==> src/rtl/fbe_pkg.sv <==
// ----------------------------------------------------------------------------
// fbe_pkg: shared types and constants for the fenced block extractor
// Character codes, phase and result codes, the result record and the queue
// geometry used by the extractor.
// ----------------------------------------------------------------------------
package fbe_pkg;

  localparam int MAX_LANG = 64;
  localparam int LANG_W   = $clog2(MAX_LANG + 1);

  localparam int BODY_W          = 17;
  localparam logic [BODY_W-1:0] BODY_SAT = {BODY_W{1'b1}};

  localparam int Q_DEPTH = 4;
  localparam int Q_AW    = $clog2(Q_DEPTH);
  localparam int Q_CW    = $clog2(Q_DEPTH + 1);

  localparam int CFG_IDX_W  = 1;
  localparam int CFG_DATA_W = 16;

  localparam logic [CFG_IDX_W-1:0] CFG_MAX_BODY   = 1'b0;
  localparam logic [CFG_IDX_W-1:0] CFG_MAX_BLOCKS = 1'b1;

  localparam logic [15:0] MAX_BODY_RST   = 16'd16384;
  localparam logic [7:0]  MAX_BLOCKS_RST = 8'd16;

  localparam logic [7:0] CH_TICK = 8'h60;
  localparam logic [7:0] CH_LF   = 8'h0A;
  localparam logic [7:0] CH_TAB  = 8'h09;
  localparam logic [7:0] CH_CR   = 8'h0D;
  localparam logic [7:0] CH_SP   = 8'h20;

  typedef enum logic [2:0] {
    PH_OUT  = 3'b001,
    PH_LANG = 3'b010,
    PH_BODY = 3'b100
  } phase_t;

  typedef enum logic [1:0] {
    KIND_LANG    = 2'd0,
    KIND_BODY    = 2'd1,
    KIND_VERDICT = 2'd2
  } kind_t;

  typedef enum logic [2:0] {
    ST_ACCEPTED  = 3'd0,
    ST_EMPTY     = 3'd1,
    ST_TOO_LARGE = 3'd2,
    ST_OVERFLOW  = 3'd3,
    ST_UNCLOSED  = 3'd4
  } status_t;

  typedef struct packed {
    kind_t       kind;
    logic [7:0]  out_byte;
    logic [15:0] offset;
    logic [7:0]  blk_num;
    status_t     status;
    logic [15:0] body_length;
    logic [6:0]  lang_length;
    logic [15:0] too_large_total;
    logic [15:0] overflow_total;
    logic        last_result;
  } res_t;

  function automatic logic is_blank(input logic [7:0] c);
    return (c == CH_SP) || (c == CH_TAB) || (c == CH_CR);
  endfunction

  function automatic logic [15:0] sat16(input logic [BODY_W-1:0] v);
    return v[BODY_W-1] ? 16'hFFFF : v[15:0];
  endfunction

  function automatic logic [6:0] lang_out(input logic [LANG_W-1:0] v);
    return (32'(v) > 32'd127) ? 7'd127 : 7'(v);
  endfunction

endpackage

==> src/rtl/fenced_block_extractor.sv <==
// ----------------------------------------------------------------------------
// fenced_block_extractor: fenced code block extractor, one text byte per beat
// Streams language and body bytes of backtick-fenced blocks and one verdict
// per closed or abandoned block.
// ----------------------------------------------------------------------------
// Each accepted byte updates the scanner state in the same cycle and pushes
// zero, one or two results into a four-entry result queue; the results are
// registered in the queue before they reach the output. A byte is taken
// in any cycle in which the queue has at least two free entries, so the block runs at
// one byte per cycle as long as the consumer keeps up; a byte that yields two
// results (a language or body byte plus a verdict) adds a second result to the
// output, which the queue absorbs. Consumers cut the byte streams at the
// body_length and lang_length carried by each verdict.
module fenced_block_extractor (
  input  logic                             clk,
  input  logic                             rst_n,
  input  logic                             in_valid,
  output logic                             in_stall,
  input  logic [7:0]                       in_byte,
  input  logic                             in_end_of_text,
  output logic                             out_valid,
  input  logic                             out_stall,
  output logic [1:0]                       out_kind,
  output logic [7:0]                       out_byte,
  output logic [15:0]                      out_offset,
  output logic [7:0]                       out_blk_num,
  output logic [2:0]                       out_status,
  output logic [15:0]                      out_body_length,
  output logic [6:0]                       out_lang_length,
  output logic [15:0]                      out_too_large_total,
  output logic [15:0]                      out_overflow_total,
  output logic                             out_last_result,
  input  logic                             cfg_we,
  input  logic [fbe_pkg::CFG_IDX_W-1:0]    cfg_index,
  input  logic [fbe_pkg::CFG_DATA_W-1:0]   cfg_wdata
);

  logic [15:0] max_body_r;
  logic [7:0]  max_blocks_r;

  fbe_pkg::phase_t                  phase_r, phase_nxt;
  logic                             als_r, als_nxt;
  logic [1:0]                       tick_r, tick_nxt;
  logic [fbe_pkg::BODY_W-1:0]       body_cnt_r, body_cnt_nxt;
  logic [fbe_pkg::BODY_W-1:0]       flb_r, flb_nxt;
  logic                             bht_r, bht_nxt;
  logic                             lht_r, lht_nxt;
  logic [fbe_pkg::LANG_W-1:0]       lang_cnt_r, lang_cnt_nxt;
  logic [fbe_pkg::LANG_W-1:0]       lte_r, lte_nxt;
  logic [7:0]                       acc_cnt_r, acc_cnt_nxt;
  logic [15:0]                      tl_cnt_r, tl_cnt_nxt;
  logic [15:0]                      of_cnt_r, of_cnt_nxt;

  fbe_pkg::res_t                    q_r [fbe_pkg::Q_DEPTH];
  logic [fbe_pkg::Q_AW-1:0]         wr_ptr_r, rd_ptr_r, wr_ptr_p1;
  logic [fbe_pkg::Q_CW-1:0]         cnt_r, cnt_nxt;

  logic                             in_acc, pop, closed;
  logic                             e_byte, e_close, e_unc;
  fbe_pkg::kind_t                   byte_kind;
  logic [15:0]                      byte_off;
  fbe_pkg::status_t                 close_st;
  logic [7:0]                       close_id;
  logic [fbe_pkg::BODY_W-1:0]       unc_blen;
  logic [fbe_pkg::LANG_W-1:0]       lte_v;
  logic [fbe_pkg::BODY_W-1:0]       flb_v;
  logic [15:0]                      tl_v, of_v;
  fbe_pkg::res_t                    byte_res, close_res, unc_res, slot0, slot1;
  logic [1:0]                       n_res;

  assign in_stall  = (cnt_r > fbe_pkg::Q_CW'(fbe_pkg::Q_DEPTH - 2));
  assign in_acc    = in_valid && !in_stall;
  assign out_valid = (cnt_r != '0);
  assign pop       = out_valid && !out_stall;
  assign wr_ptr_p1 = wr_ptr_r + fbe_pkg::Q_AW'(1);

  always_ff @(posedge clk) begin
    if (!rst_n) begin
      max_body_r   <= fbe_pkg::MAX_BODY_RST;
      max_blocks_r <= fbe_pkg::MAX_BLOCKS_RST;
    end else if (cfg_we) begin
      unique case (cfg_index)
        fbe_pkg::CFG_MAX_BODY:   max_body_r   <= cfg_wdata[15:0];
        fbe_pkg::CFG_MAX_BLOCKS: max_blocks_r <= cfg_wdata[7:0];
        default: ;
      endcase
    end
  end

  always_comb begin
    phase_nxt    = phase_r;
    als_nxt      = als_r;
    tick_nxt     = tick_r;
    body_cnt_nxt = body_cnt_r;
    flb_nxt      = flb_r;
    bht_nxt      = bht_r;
    lht_nxt      = lht_r;
    lang_cnt_nxt = lang_cnt_r;
    lte_nxt      = lte_r;
    acc_cnt_nxt  = acc_cnt_r;
    tl_cnt_nxt   = tl_cnt_r;
    of_cnt_nxt   = of_cnt_r;
    e_byte       = 1'b0;
    e_close      = 1'b0;
    e_unc        = 1'b0;
    closed       = 1'b0;
    byte_kind    = fbe_pkg::KIND_BODY;
    byte_off     = '0;
    close_st     = fbe_pkg::ST_ACCEPTED;
    close_id     = '0;
    unc_blen     = '0;
    lte_v        = '0;
    flb_v        = '0;
    tl_v         = '0;
    of_v         = '0;
    if (in_acc) begin
      unique case (phase_r)
        fbe_pkg::PH_OUT: begin
          if (als_r) begin
            if (in_byte == fbe_pkg::CH_TICK) begin
              if (tick_r == 2'd2) begin
                phase_nxt    = fbe_pkg::PH_LANG;
                lang_cnt_nxt = '0;
                lte_nxt      = '0;
                tick_nxt     = '0;
              end else begin
                tick_nxt = tick_r + 2'd1;
              end
            end else if (in_byte == fbe_pkg::CH_LF) begin
              tick_nxt = '0;
            end else begin
              als_nxt  = 1'b0;
              tick_nxt = '0;
            end
          end else if (in_byte == fbe_pkg::CH_LF) begin
            als_nxt  = 1'b1;
            tick_nxt = '0;
          end
        end
        fbe_pkg::PH_LANG: begin
          byte_kind = fbe_pkg::KIND_LANG;
          byte_off  = 16'(lang_cnt_r);
          if (in_byte == fbe_pkg::CH_LF) begin
            phase_nxt    = fbe_pkg::PH_BODY;
            body_cnt_nxt = '0;
            flb_nxt      = '0;
            bht_nxt      = 1'b0;
            lht_nxt      = 1'b0;
            als_nxt      = 1'b1;
            tick_nxt     = '0;
          end else if (!fbe_pkg::is_blank(in_byte)) begin
            if (32'(lang_cnt_r) < fbe_pkg::MAX_LANG) begin
              e_byte       = 1'b1;
              lang_cnt_nxt = lang_cnt_r + fbe_pkg::LANG_W'(1);
              lte_nxt      = lang_cnt_r + fbe_pkg::LANG_W'(1);
            end else begin
              lte_nxt = fbe_pkg::LANG_W'(fbe_pkg::MAX_LANG);
            end
          end else if (lang_cnt_r != '0 && 32'(lang_cnt_r) < fbe_pkg::MAX_LANG) begin
            e_byte       = 1'b1;
            lang_cnt_nxt = lang_cnt_r + fbe_pkg::LANG_W'(1);
          end
        end
        fbe_pkg::PH_BODY: begin
          e_byte    = 1'b1;
          byte_kind = fbe_pkg::KIND_BODY;
          byte_off  = fbe_pkg::sat16(body_cnt_r);
          if (als_r) begin
            if (tick_r != 2'd3) begin
              if (in_byte == fbe_pkg::CH_TICK) begin
                tick_nxt = tick_r + 2'd1;
              end else begin
                als_nxt = 1'b0;
              end
            end else if (in_byte == fbe_pkg::CH_LF) begin
              closed = 1'b1;
            end else if (!fbe_pkg::is_blank(in_byte)) begin
              als_nxt = 1'b0;
            end
          end
          if (body_cnt_r != fbe_pkg::BODY_SAT) begin
            body_cnt_nxt = body_cnt_r + fbe_pkg::BODY_W'(1);
          end
          if (!closed) begin
            if (!fbe_pkg::is_blank(in_byte) && in_byte != fbe_pkg::CH_LF) begin
              lht_nxt = 1'b1;
            end
            if (in_byte == fbe_pkg::CH_LF) begin
              bht_nxt  = bht_r || lht_r;
              lht_nxt  = 1'b0;
              als_nxt  = 1'b1;
              tick_nxt = '0;
              flb_nxt  = body_cnt_nxt;
            end
            if (in_end_of_text && als_nxt && tick_nxt == 2'd3) begin
              closed = 1'b1;
            end
          end
          if (closed) begin
            e_close = 1'b1;
            if (!bht_nxt) begin
              close_st = fbe_pkg::ST_EMPTY;
            end else if (flb_nxt > {1'b0, max_body_r}) begin
              close_st = fbe_pkg::ST_TOO_LARGE;
              if (tl_cnt_r != 16'hFFFF) tl_cnt_nxt = tl_cnt_r + 16'd1;
            end else if (acc_cnt_r >= max_blocks_r) begin
              close_st = fbe_pkg::ST_OVERFLOW;
              if (of_cnt_r != 16'hFFFF) of_cnt_nxt = of_cnt_r + 16'd1;
            end else begin
              close_id = acc_cnt_r;
              if (acc_cnt_r != 8'hFF) acc_cnt_nxt = acc_cnt_r + 8'd1;
            end
            phase_nxt = fbe_pkg::PH_OUT;
            als_nxt   = 1'b1;
            tick_nxt  = '0;
          end
        end
        default: phase_nxt = fbe_pkg::PH_OUT;
      endcase
      lte_v    = lte_nxt;
      flb_v    = flb_nxt;
      tl_v     = tl_cnt_nxt;
      of_v     = of_cnt_nxt;
      unc_blen = (phase_nxt == fbe_pkg::PH_BODY) ? body_cnt_nxt : '0;
      if (in_end_of_text) begin
        e_unc        = (phase_nxt != fbe_pkg::PH_OUT);
        phase_nxt    = fbe_pkg::PH_OUT;
        als_nxt      = 1'b1;
        tick_nxt     = '0;
        body_cnt_nxt = '0;
        flb_nxt      = '0;
        bht_nxt      = 1'b0;
        lht_nxt      = 1'b0;
        lang_cnt_nxt = '0;
        lte_nxt      = '0;
        acc_cnt_nxt  = '0;
        tl_cnt_nxt   = '0;
        of_cnt_nxt   = '0;
      end
    end
  end

  always_comb begin
    byte_res             = '0;
    byte_res.kind        = byte_kind;
    byte_res.out_byte    = in_byte;
    byte_res.offset      = byte_off;

    close_res                 = '0;
    close_res.kind            = fbe_pkg::KIND_VERDICT;
    close_res.blk_num         = close_id;
    close_res.status          = close_st;
    close_res.body_length     = fbe_pkg::sat16(flb_v);
    close_res.lang_length     = fbe_pkg::lang_out(lte_v);
    close_res.too_large_total = tl_v;
    close_res.overflow_total  = of_v;

    unc_res                 = '0;
    unc_res.kind            = fbe_pkg::KIND_VERDICT;
    unc_res.status          = fbe_pkg::ST_UNCLOSED;
    unc_res.body_length     = fbe_pkg::sat16(unc_blen);
    unc_res.lang_length     = fbe_pkg::lang_out(lte_v);
    unc_res.too_large_total = tl_v;
    unc_res.overflow_total  = of_v;

    n_res = 2'(e_byte) + 2'(e_close) + 2'(e_unc);
    slot0 = e_byte ? byte_res : (e_close ? close_res : unc_res);
    slot1 = e_byte ? (e_close ? close_res : unc_res) : unc_res;
    slot0.last_result = (n_res == 2'd1);
    slot1.last_result = 1'b1;
  end

  always_comb begin
    cnt_nxt = cnt_r + fbe_pkg::Q_CW'(n_res) - fbe_pkg::Q_CW'(pop);
  end

  always_ff @(posedge clk) begin
    if (n_res != 2'd0) q_r[wr_ptr_r] <= slot0;
    if (n_res == 2'd2) q_r[wr_ptr_p1] <= slot1;
  end

  always_ff @(posedge clk) begin
    if (!rst_n) begin
      phase_r    <= fbe_pkg::PH_OUT;
      als_r      <= 1'b1;
      tick_r     <= '0;
      body_cnt_r <= '0;
      flb_r      <= '0;
      bht_r      <= 1'b0;
      lht_r      <= 1'b0;
      lang_cnt_r <= '0;
      lte_r      <= '0;
      acc_cnt_r  <= '0;
      tl_cnt_r   <= '0;
      of_cnt_r   <= '0;
      wr_ptr_r   <= '0;
      rd_ptr_r   <= '0;
      cnt_r      <= '0;
    end else begin
      phase_r    <= phase_nxt;
      als_r      <= als_nxt;
      tick_r     <= tick_nxt;
      body_cnt_r <= body_cnt_nxt;
      flb_r      <= flb_nxt;
      bht_r      <= bht_nxt;
      lht_r      <= lht_nxt;
      lang_cnt_r <= lang_cnt_nxt;
      lte_r      <= lte_nxt;
      acc_cnt_r  <= acc_cnt_nxt;
      tl_cnt_r   <= tl_cnt_nxt;
      of_cnt_r   <= of_cnt_nxt;
      wr_ptr_r   <= wr_ptr_r + fbe_pkg::Q_AW'(n_res);
      rd_ptr_r   <= rd_ptr_r + fbe_pkg::Q_AW'(pop);
      cnt_r      <= cnt_nxt;
    end
  end

  assign out_kind            = q_r[rd_ptr_r].kind;
  assign out_byte            = q_r[rd_ptr_r].out_byte;
  assign out_offset          = q_r[rd_ptr_r].offset;
  assign out_blk_num         = q_r[rd_ptr_r].blk_num;
  assign out_status          = q_r[rd_ptr_r].status;
  assign out_body_length     = q_r[rd_ptr_r].body_length;
  assign out_lang_length     = q_r[rd_ptr_r].lang_length;
  assign out_too_large_total = q_r[rd_ptr_r].too_large_total;
  assign out_overflow_total  = q_r[rd_ptr_r].overflow_total;
  assign out_last_result     = q_r[rd_ptr_r].last_result;

endmodule

==> config.mk <==
export PLATFORM = sky130hd
export DESIGN_NAME = fenced_block_extractor
export DESIGN_NICKNAME = d
export VERILOG_FILES = /design/src/rtl/fbe_pkg.sv /design/src/rtl/fenced_block_extractor.sv
export SDC_FILE = /design/constraint.sdc
export NUM_CORES = 1
export LEC_CHECK = 0
export BUFFER_PORTS_ARGS = -buffer_cell sky130_fd_sc_hd__clkbuf_2
export CAP_MARGIN = 25
export CORE_AREA = 5 5 250 252
export DETAILED_ROUTE_END_ITERATION = 8
export DIE_AREA = 0 0 255 257
export GPL_TIMING_DRIVEN = 0
export SLEW_MARGIN = 0
export SYNTH_ARGS = -nofsm -noshare
export SYNTH_HDL_FRONTEND = slang
export SYNTH_SLANG_ARGS = --single-unit
==> constraint.sdc <==
create_clock -name clk -period 9.1 [get_ports clk]
set_clock_uncertainty 0.15 [all_clocks]
set_input_delay 2.275 -clock clk [delete_from_list [all_inputs] [get_ports clk]]
set_output_delay 2.275 -clock clk [all_outputs]
set_load 0.02 [all_outputs]
After elaboration in Yosys (flattened, before gate mapping)
Memories as Yosys holds them, arrays and structs flattened. A register that Yosys moved wholly into a read port is not among the register bits.
Index checks and enable logic that the tools add are counted.
- eq/ne operators: 31
- reduce and logical (&&, ||, !) cells: 30
- mux-type cells: 152
- $lt $le $gt $ge: 4
- add/subtract/negate cells: 13
- bitwise operators: 1
- operators by type and width (cell ; number):
    two-way mux 16 bit ; 19
    two-way mux 17 bit ; 12
    two-way mux 67 bit ; 2
    two-way mux 7 bit ; 16
    two-way mux 8 bit ; 13
    two-way mux 93 bit ; 1
    case mux 17 bit (2 select lines) ; 2
    two-way mux 1 bit ; 50
    two-way mux 2 bit ; 21
    adder 16 x 1 -> 16 bit, second input constant ; 2
    != test 16 bit, second input constant ; 2
    case mux 16 bit (2 select lines) ; 1
    case mux 7 bit (2 select lines) ; 2
    == test 8 x 4 -> 1 bit, second input constant ; 3
    two-way mux 3 bit ; 7
    != test 3 bit, second input constant ; 6
    adder 17 x 1 -> 17 bit, second input constant ; 1
    greater-than comparator 17 x 16 -> 1 bit ; 1
    != test 17 bit, second input constant ; 1
    != test 4 bit, second input constant ; 3
    nonzero test 2 bit ; 5
    case mux 3 bit (3 select lines) ; 1
    nonzero test 3 bit ; 3
    adder 8 x 1 -> 8 bit, second input constant ; 1
    other kinds (35) ; 56
- output and inout bits: 95
- flip-flop bits (word level): 127
- memory bits (writable): 372
- memories kept: 1
- memories (name ; words ; bits a word ; rd ports ; clocked after memory_dff ; write ports ; RTL line ; source):
    q_r ; 4 ; 93 ; 1 ; 1 ; 2 ; fenced_block_extractor.sv:54 ; fbe_pkg::res_t q_r [fbe_pkg::Q_DEPTH];

Depth between registers and ports, before layout
Gate-level depths: netlist (run 1).
- depth after elaboration: 27
- gate-level depth with buffers: 21
- gate-level depth less buffers: 16

Worst setup path after synthesis (run 1)
No wires, ideal clock.
- kind: in2reg
- start: input in_byte[0]
- end: memory q_r[1][10] in the netlist's numbering (enable)
- setup time: 0.420 ns
- arrival: 7.378 ns
- path slack: 1.152 ns
- data required time: 8.530 ns
- stages: 15
- cells stage by stage: buf_2 or4b_4 nor4_1 mux2i_1 a21oi_1 nor2_1 clkinv_1 clkbuf_1 fa_1 clkbuf_1 nand2b_1 nor3_1 nor2_1 clkbuf_1 inv_1
- RTL lines (what ; RTL line ; source):
    start: declaration ; fenced_block_extractor.sv:19 ; input logic [7:0] in_byte,
    end: declaration ; fenced_block_extractor.sv:54 ;

==> summary.md, run 1 <==
| Metric | Value |
|---|---|
| Syn nets | `around 2400` |
| Startpoint types | `input pin` |
| Die Wd | `about 260 um` |
| Number of port buffers | `around 120` |
| Synth top cells by count | `nor2_1 (346), edfxtp_1 (264), nand2_1 (252)` |
| Main combinational cell family by area after synthesis | `simple AND/OR/NAND/NOR gates` |
| Worst-path clk slew | `0.06 ns` |
| CTS tree | `done` |
| Number of global-route vias before repair | `18349` |
| Most common cell in the netlist | `nor2_1` |
| Fin nets | `2552` |
| Cts hold-fix bufs | `0` |
| RePlAce Congestion | `0.964` |
| Max clock buf depth | `3` |
| Final period util | `92.0%` |
| Sequential element share of the synthesized area | `a little over half` |
| Starting Density | `39.6%` |
| Slew Limit Fails | `0` |
| I/O pin total | `between 100 and 150` |
| Final hold vios | `0` |
| DRC | `0` |
| Pwr Density | `208 mW/mm^2` |
| Synth top area share | `33.4%` |
| GRT overflow | `0` |
| Die Area | `about 0.066 sq mm` |
| Initial antenna violation count | `1` |
| Crit path required time | `between 9 and 10 ns` |
| Number of H-tree levels | `2` |
| Post-synth EDFFs | `between 200 and 300` |
| TritonCTS Buffers | `53` |
| Status | `completed` |
| Root buffer cell | `clkbuf_16` |
| PnR worst setup slack | `0.732 ns` |
| Minimum clock period | `8.37 ns` |
| Post-synthesis xor/xnor area fraction | `1.74%` |
| Unrepaired setup endpoints after global routing | `false` |
| Adder-cell share of the synthesized area | `2.23%` |
| TritonCTS Sinks | `499` |
| Final HPWL DP | `54000 um` |
| Die height | `257 um` |
| Cell Rows | `90` |
| Total iterations of the first detailed-routing run | `6` |
| Ys flop type | `edfxtp_1` |
| Ys Warns | `0` |
| Setup-failing EPs final | `0` |
| #FFs+latches synth | `499` |
| Area Overhead vs Synth | `15.5%` |
| Postcts setup bufs | `0` |
| DP Worst Slack | `0.269 ns` |
| Remaining antenna violation count | `0` |
| Mapped Avg Cell Area | `a little over 10 sq um` |
| Critical path type | `input pin to flip-flop` |
| FMAX | `0.119 GHz` |
| Peak supply drop | `0.144 mV` |
| Vias per std cell | `5.80` |
| Post-route cell area | `0.0274 sq mm` |
| Dominant cells by area after synthesis | `edfxtp_1 (33%), dfxtp_1 (20%), mux4_2 (8.8%)` |
| Final WL | `75500 um` |
| Worst Max-Slew Pin Slew | `1.13 ns` |
| Post-synth ARST share | `0%` |
| Cells after synthesis | `around 2300` |
| N_diodes | `0` |
| Share of layout cells above drive strength 1 | `13.9%` |
| Worst-path fanout max | `slightly below 50` |
| Cell Area, Synth | `between 0.02 and 0.025 sq mm` |
| Cell Area, Placed | `0.0255 sq mm` |
| Count of cell types in the netlist | `76` |
| Max Cap Viol | `0` |
| Synth area leader | `edfxtp_1` |
| First-pass GRT wire length | `112000 um` |
| CP arrival | `between 8 and 9 ns` |
| Simple logic cell fraction of the synthesized area | `between 10% and 20%` |
| Max_slew headroom | `23.8%` |
| Via count | `19183` |
| Core Area | `0.0599 sq mm` |
| Initial drt markers | `1829` |
| Hold WC Path Type | `flip-flop to flip-flop` |
| DR WL/cell | `22.8 um` |
| Util after Layout | `45.7%` |
| LEAKAGE | `8.55 nW` |
| Clock latency on the worst-skew pair | `~0.61 ns` |
| Post-synthesis compound-gate area fraction | `13.0%` |
| Largest net degree at the start of global routing | `55` |
| Mux cell area share after synthesis | `9.46%` |
| Crit path capture type | `flip-flop` |
| Post-cts resize count | `0` |
| GRT Overall Usage | `22.2%` |
-- worst max-delay path, cell delays in order --
cell      delay [ns]
buf_2           0.17
or4b_4          0.58
nor4_1          0.63
mux2i_1         0.35
a21oi_1         0.10
nor2_1          0.14
clkinv_1        0.32
clkbuf_1        0.38
fa_1            0.64
clkbuf_1        0.36
nand2_1         0.21
and2_1          0.19
clkbuf_1        0.25
nor2_1          0.68
clkbuf_1        0.56
inv_4           0.29
buf_16          0.29
-- metrics by stage --
step	setup TNS, ns	hold WS, ns	power (W)	cells
final	0	0.298	0.00569	3307
after global routing	0	0.321	0.00588	3307
after CTS	0	0.299	0.00573	3301
after detailed placement	0	0.287	0.00349	3201
after global placement	-399.78	0.279	0.00347	3186
after floorplan	0	0.268	0.00311	2282
-- state kept, by name, summed over array words and instances, names as in the netlist, 8 cells and up --
signal and cells:
max_body_r 16, acc_cnt_r 8, q_r 372, flb_r 17
of_cnt_r 16, tl_cnt_r 16, max_blocks_r 8, body_cnt_r 17
-- area by class of cell --
cell class,count,area [sq um]
Sequential cell,499,12600
Buffer,157,597
Clock buffer,75,1520
Fill cell,5694,32500
Timing Repair Buffer,143,867
Clock inverter,25,288
Multi-Input combinational cell,1570,10300
Tap cell,782,978
Inverter,56,220
-- cell usage in the layout (no fill, tap or decap), types with 9 or more instances in the layout --
master / instances
a21oi_1: 103
dfxtp_1: 235
and3_1: 25
a22oi_1: 32
mux4_2: 93
nor3_1: 27
nand2b_1: 14
o21ai_0: 192
a31oi_1: 33
a211oi_1: 12
mux2i_1: 15
ha_1: 39
and2_1: 46
nor2_1: 346
clkbuf_2: 124
clkbuf_16: 56
xnor2_1: 21
clkbuf_1: 141
nand2_1: 252
buf_2: 15
edfxtp_1: 264
clkinv_2: 10
buf_1: 23
or3_1: 22
nor2b_1: 9
nand3_1: 63
o31ai_1: 14
xor2_1: 26
a32o_1: 34
nand4_1: 27
inv_1: 50
-- path summary, 6_finish.rpt --
| kind | slack, ns | to | depth (start not counted) | from |
|---|---|---|---|---|
| min | 0.30 | q_r[0][92] | 2 | q_r[0][92] |
| max reg2reg | 1.97 | q_r[0][14] | 16 | phase_r[2] |
| max | 0.73 | q_r[0][14] | 17 | in_byte[0] |
| min reg2reg | 0.30 | q_r[0][92] | 2 | q_r[0][92] |
-- logic make-up (layout without fill, tap and decap cells) --
group | after synthesis | in the layout
adders and majority gates | 41 | 41
buffers and inverters | 213 | 456
muxes | 108 | 108
DFF | 499 | 499
and+or+nand+nor | 883 | 883
xor gates and xnor gates | 47 | 47
AOI/OAI and AO/OA | 491 | 491
-- per-layer routing --
layer  routed length (um)  share of wire (%)  track usage (%)
met1                32400                 43             31.5
met2                34800                 46             34.6
met3                 5500                7.3             3.68
met4                 2850                3.8             7.91
met5                    0                  0                0
-- report_power, final --
group / internal, W / total, W / switching [W]
sequential: 0.00236 / 0.00238 / 0.0000144
clock: 0.00133 / 0.00224 / 0.000911
combinational: 0.000418 / 0.00107 / 0.000648
Power figures use the tool's default switching activity.
==> run 2: changes to the inputs <==
Settings changed: ABC_AREA set to 1, CORE_AREA 5 5 250 252 to 5 5 252 254, DIE_AREA 0 0 255 257 to 0 0 257 259.
Clock period 9.1 ns to 10.1 ns, I/O delays scaled along.
==> run 2 against run 1 <==
Largest cell class unchanged. Sequential power shrank 8.4%. Synthesized cell count grew 29%. Global-route usage grew 1.6 points. Count of clock-buffer cells in the layout shrank 8. Via count grew 17%. Highest routed layer is now met5. Design area grew 1.5%. Utilization shrank 0.18 points. Final cell count grew 20%. Synthesized area grew 1.9%. Power grew 2.3%. Register-to-register slack gained 2.7 ns. First-iteration DRC count grew 31%.
==> summary.md, run 2 <==
| Metric | Value |
|---|---|
| Post-synth EDFFs | `264 (unchanged)` |
| Max_slew headroom | `38.0% (+14 points)` |
| Count of cell types in the netlist | `53 (-30%)` |
| TritonCTS Sinks | `499 (unchanged)` |
| Cell Area, Placed | `0.0259 sq mm (+1.6%)` |
| N_diodes | `0 (unchanged)` |
| Ys Warns | `0 (unchanged)` |
| Commonest non-fill, non-tap cells in the layout | `nor2_1 (544), nand2_1 (391), o21ai_0 (385), edfxtp_1 (264), dfxtp_1 (235)` |
| Final hold vios | `0 (unchanged)` |
| Synth top area share | `32.8% (-0.64 points)` |
| Number of flip-flops under the largest register name | `372 (unchanged)` |
| CP arrival | `6.88 ns (-1.64 ns)` |
| Ys flop type | `edfxtp_1` |
| GRT Overall Usage | `23.8% (+1.6 points)` |
| Peak supply drop | `0.153 mV (+6.6%)` |
| Slew Limit Fails | `0 (unchanged)` |
| CTS tree | `done` |
| Number of global-route vias before repair | `20967 (+14%)` |
| Via count | `22395 (+17%)` |
| Worst-path fanout max | `45 (-8.2%)` |
| Dominant cells by area after synthesis | `edfxtp_1 (33%), dfxtp_1 (19%), nor2_1 (8.4%)` |
| Register Area | `0.0126 sq mm (unchanged)` |
| Final WL | `82900 um (+9.8%)` |
| Synth top cells by count | `nor2_1 (544), nand2_1 (395), o21ai_0 (385)` |
| Starting Density | `39.6% (about the same)` |
| Mapped Avg Cell Area | `8.23 sq um (-21%)` |
| Power Total | `0.00581 W (+2.3%)` |
| Largest Register | `q_r` |
| Clock latency on the worst-skew pair | `0.62 ns (about the same)` |
| Cell Rows | `91 (+1.1%)` |
| Depth of the most critical reg-to-reg path | `27 (+11)` |
| Worst-path clk slew | `0.06 ns (about the same)` |
| Remaining antenna violation count | `0 (unchanged)` |
| Cts hold-fix bufs | `0 (unchanged)` |
| Root buffer cell | `clkbuf_16` |
| Hold WS | `0.308 ns (+0.0103 ns)` |
| Fin nets | `3194 (+25%)` |
| Most common cell in the netlist | `nor2_1` |
| #FFs+latches synth | `499 (unchanged)` |
| Number of H-tree levels | `2 (unchanged)` |
| Hold WC Path Type | `flip-flop to flip-flop` |
| Sequential element share of the synthesized area | `52.2% (-1.0 points)` |
| Post-route cell area | `0.0278 sq mm (+1.5%)` |
| Startpoint types | `input pin` |
| Reg2reg setup slack | `4.62 ns (+2.65 ns)` |
| Worst Max-Slew Pin Slew | `0.930 ns (-0.204 ns)` |
| Post-synth ARST share | `0% (unchanged)` |
| Share of layout cells above drive strength 1 | `9.76% (-4.1 points)` |
| Die Area | `0.0666 sq mm (+1.6%)` |
| Core Area | `0.0610 sq mm (+1.9%)` |
| Die Wd | `257 um (+0.78%)` |
| LEAKAGE | `9.55 nW (+12%)` |
| Initial antenna violation count | `1 (unchanged)` |
| Cells after synthesis | `2937 (+29%)` |
| Area Overhead vs Synth | `14.9%` |
| DR WL/cell | `21.0 um (-8.2%)` |
| FMAX | `0.148 GHz` |
| R2r endpoint | `q_r[3][19]` |
| RePlAce Congestion | `0.928 (-3.7%)` |
| DRC | `0 (unchanged)` |
| Worst hold stages | `2 (unchanged)` |
| Hold Startpoint | `q_r[1][0]` |
| Post-cts resize count | `0 (unchanged)` |
| Crit path required time | `10.24 ns (+0.99 ns)` |
| Syn nets | `3009 (+28%)` |
| Footprint of the multi-input gates | `0.0100 sq mm (-2.5%)` |
| Critical path type | `input pin to flip-flop` |
| Initial drt markers | `2391 (+31%)` |
| Cell Area, Synth | `0.0242 sq mm (+1.9%)` |
| Largest regs | `q_r: 372 flops, body_cnt_r: 17 flops, flb_r: 17 flops` |
| TritonCTS Buffers | `55 (+3.8%)` |
| Total iterations of the first detailed-routing run | `6 (unchanged)` |
| Largest net degree at the start of global routing | `57 (+3.6%)` |
| Number of port buffers | `124 (+1.6%)` |
| Crit path capture type | `flip-flop` |
| First-pass GRT wire length | `125000 um (+11%)` |
| Postcts setup bufs | `0 (unchanged)` |
| Final period util | `66.7%` |
| Minimum clock period | `6.74 ns` |
| Status | `completed` |
| Worst Hold Path EP | `q_r[1][0]` |
| Setup TNS | `0 ns (unchanged)` |
| Critical path launch point | `in_byte[7]` |
| Crit Reg-Reg Startpoint | `body_cnt_r[0]` |
| Max clock buf depth | `3 (unchanged)` |
| Max Cap Viol | `0 (unchanged)` |
| Setup-failing EPs final | `0 (unchanged)` |
| I/O pin total | `126 (unchanged)` |
| Filler cell count | `5980 (+5.0%)` |
| Vias per std cell | `5.66 (-2.4%)` |
| Commonest non-fill, non-tap cell in the layout | `nor2_1` |
| GRT overflow | `0 (unchanged)` |
| Die height | `259 um (+0.78%)` |
| Unrepaired setup endpoints after global routing | `false` |
| Final HPWL DP | `59200 um (+9.6%)` |
| Synth area leader | `edfxtp_1` |
| Pwr Density | `209 mW/mm^2 (+0.80%)` |
==> run 2: cell count changes after synthesis, sizes merged, moves of 37 or more <==
cell and delta:
o21ai +217, nor2 +210, nand3 +154, nand2 +153
inv +148, o22ai +94, mux4 -93, and2 -46
a21oi +37
==> run 2: where the power goes <==
group	switching (W)	internal, W	leakage, nW
logic	0.00118	0.000405	4.52
registers	0.0000289	0.00215	4.13
clock network	0.000869	0.00119	0.899
==> run 2: worst max-delay path, cell delays in order <==
cell and delay [ns]:
clkbuf_2 0.17, inv_2 0.05, nand2_1 0.11, nor2_2 0.07
nand2_1 0.20, nand3_2 0.23, nand2_1 0.13, nand2_2 0.09
nand3_1 0.11, nand2_2 0.11, nand2_2 0.11, nand2_2 0.09
inv_1 0.09, nand2_1 0.09, fa_1 0.70, inv_1 0.10
nor2_1 0.14, inv_1 0.09, nor2_1 0.17, clkinv_1 0.35
clkbuf_1 0.39, nand2_4 0.39, buf_16 0.30
==> run 2: cell families after synthesis <==
logic type / after synthesis / synth area share, %
simple gates: 1264 / 22.0
fa+ha+maj: 41 / 2.18
compound gates: 706 / 16.0
xor+xnor: 30 / 1.09
flops: 499 / 52.2
buf+inv: 397 / 6.40
==> run 2: worst max-delay path by stage <==
stage | to | slack, ns | cells past startpoint
floorplan | q_r[2][10] | 3.18 | 20
detailed placement | q_r[2][15] | 2.83 | 23
finish | q_r[2][25] | 3.36 | 23
global route | q_r[3][27] | 3.09 | 29
CTS | q_r[2][9] | 3.47 | 23
global placement | q_r[3][8] | 0.86 | 22
==> run 2: metal layers <==
metal	global-route usage, %	part of all wire [%]	up-vias
met1	33.2	43	10772
met3	4.53	9.0	145
met2	38.2	45	1045
met4	6.43	2.8	2
li1	-	-	10431
met5	0	0.0084	-
==> run 2: layout make-up <==
cell class | instances | share of cell area, %
Sequential cell | 499 | 45.5
Multi-Input combinational cell | 2041 | 36.1
Clock buffer | 67 | 5.52
Tap cell | 790 | 3.56
Inverter | 212 | 2.86
Buffer | 185 | 2.71
Timing Repair Buffer | 128 | 2.63
Clock inverter | 34 | 1.17
==> run 2: through the flow <==
stage | util [%] | worst slack (ns) | std cells
2_1_floorplan | - | 3.18 | 2937
3_3_place_gp | 42.3 | 0.864 | 3851
3_5_place_dp | 42.5 | 2.83 | 3855
4_1_cts | 45.5 | 3.47 | 3956
5_1_grt | 45.5 | 3.09 | 3956
6_report | 45.5 | 3.36 | 3956
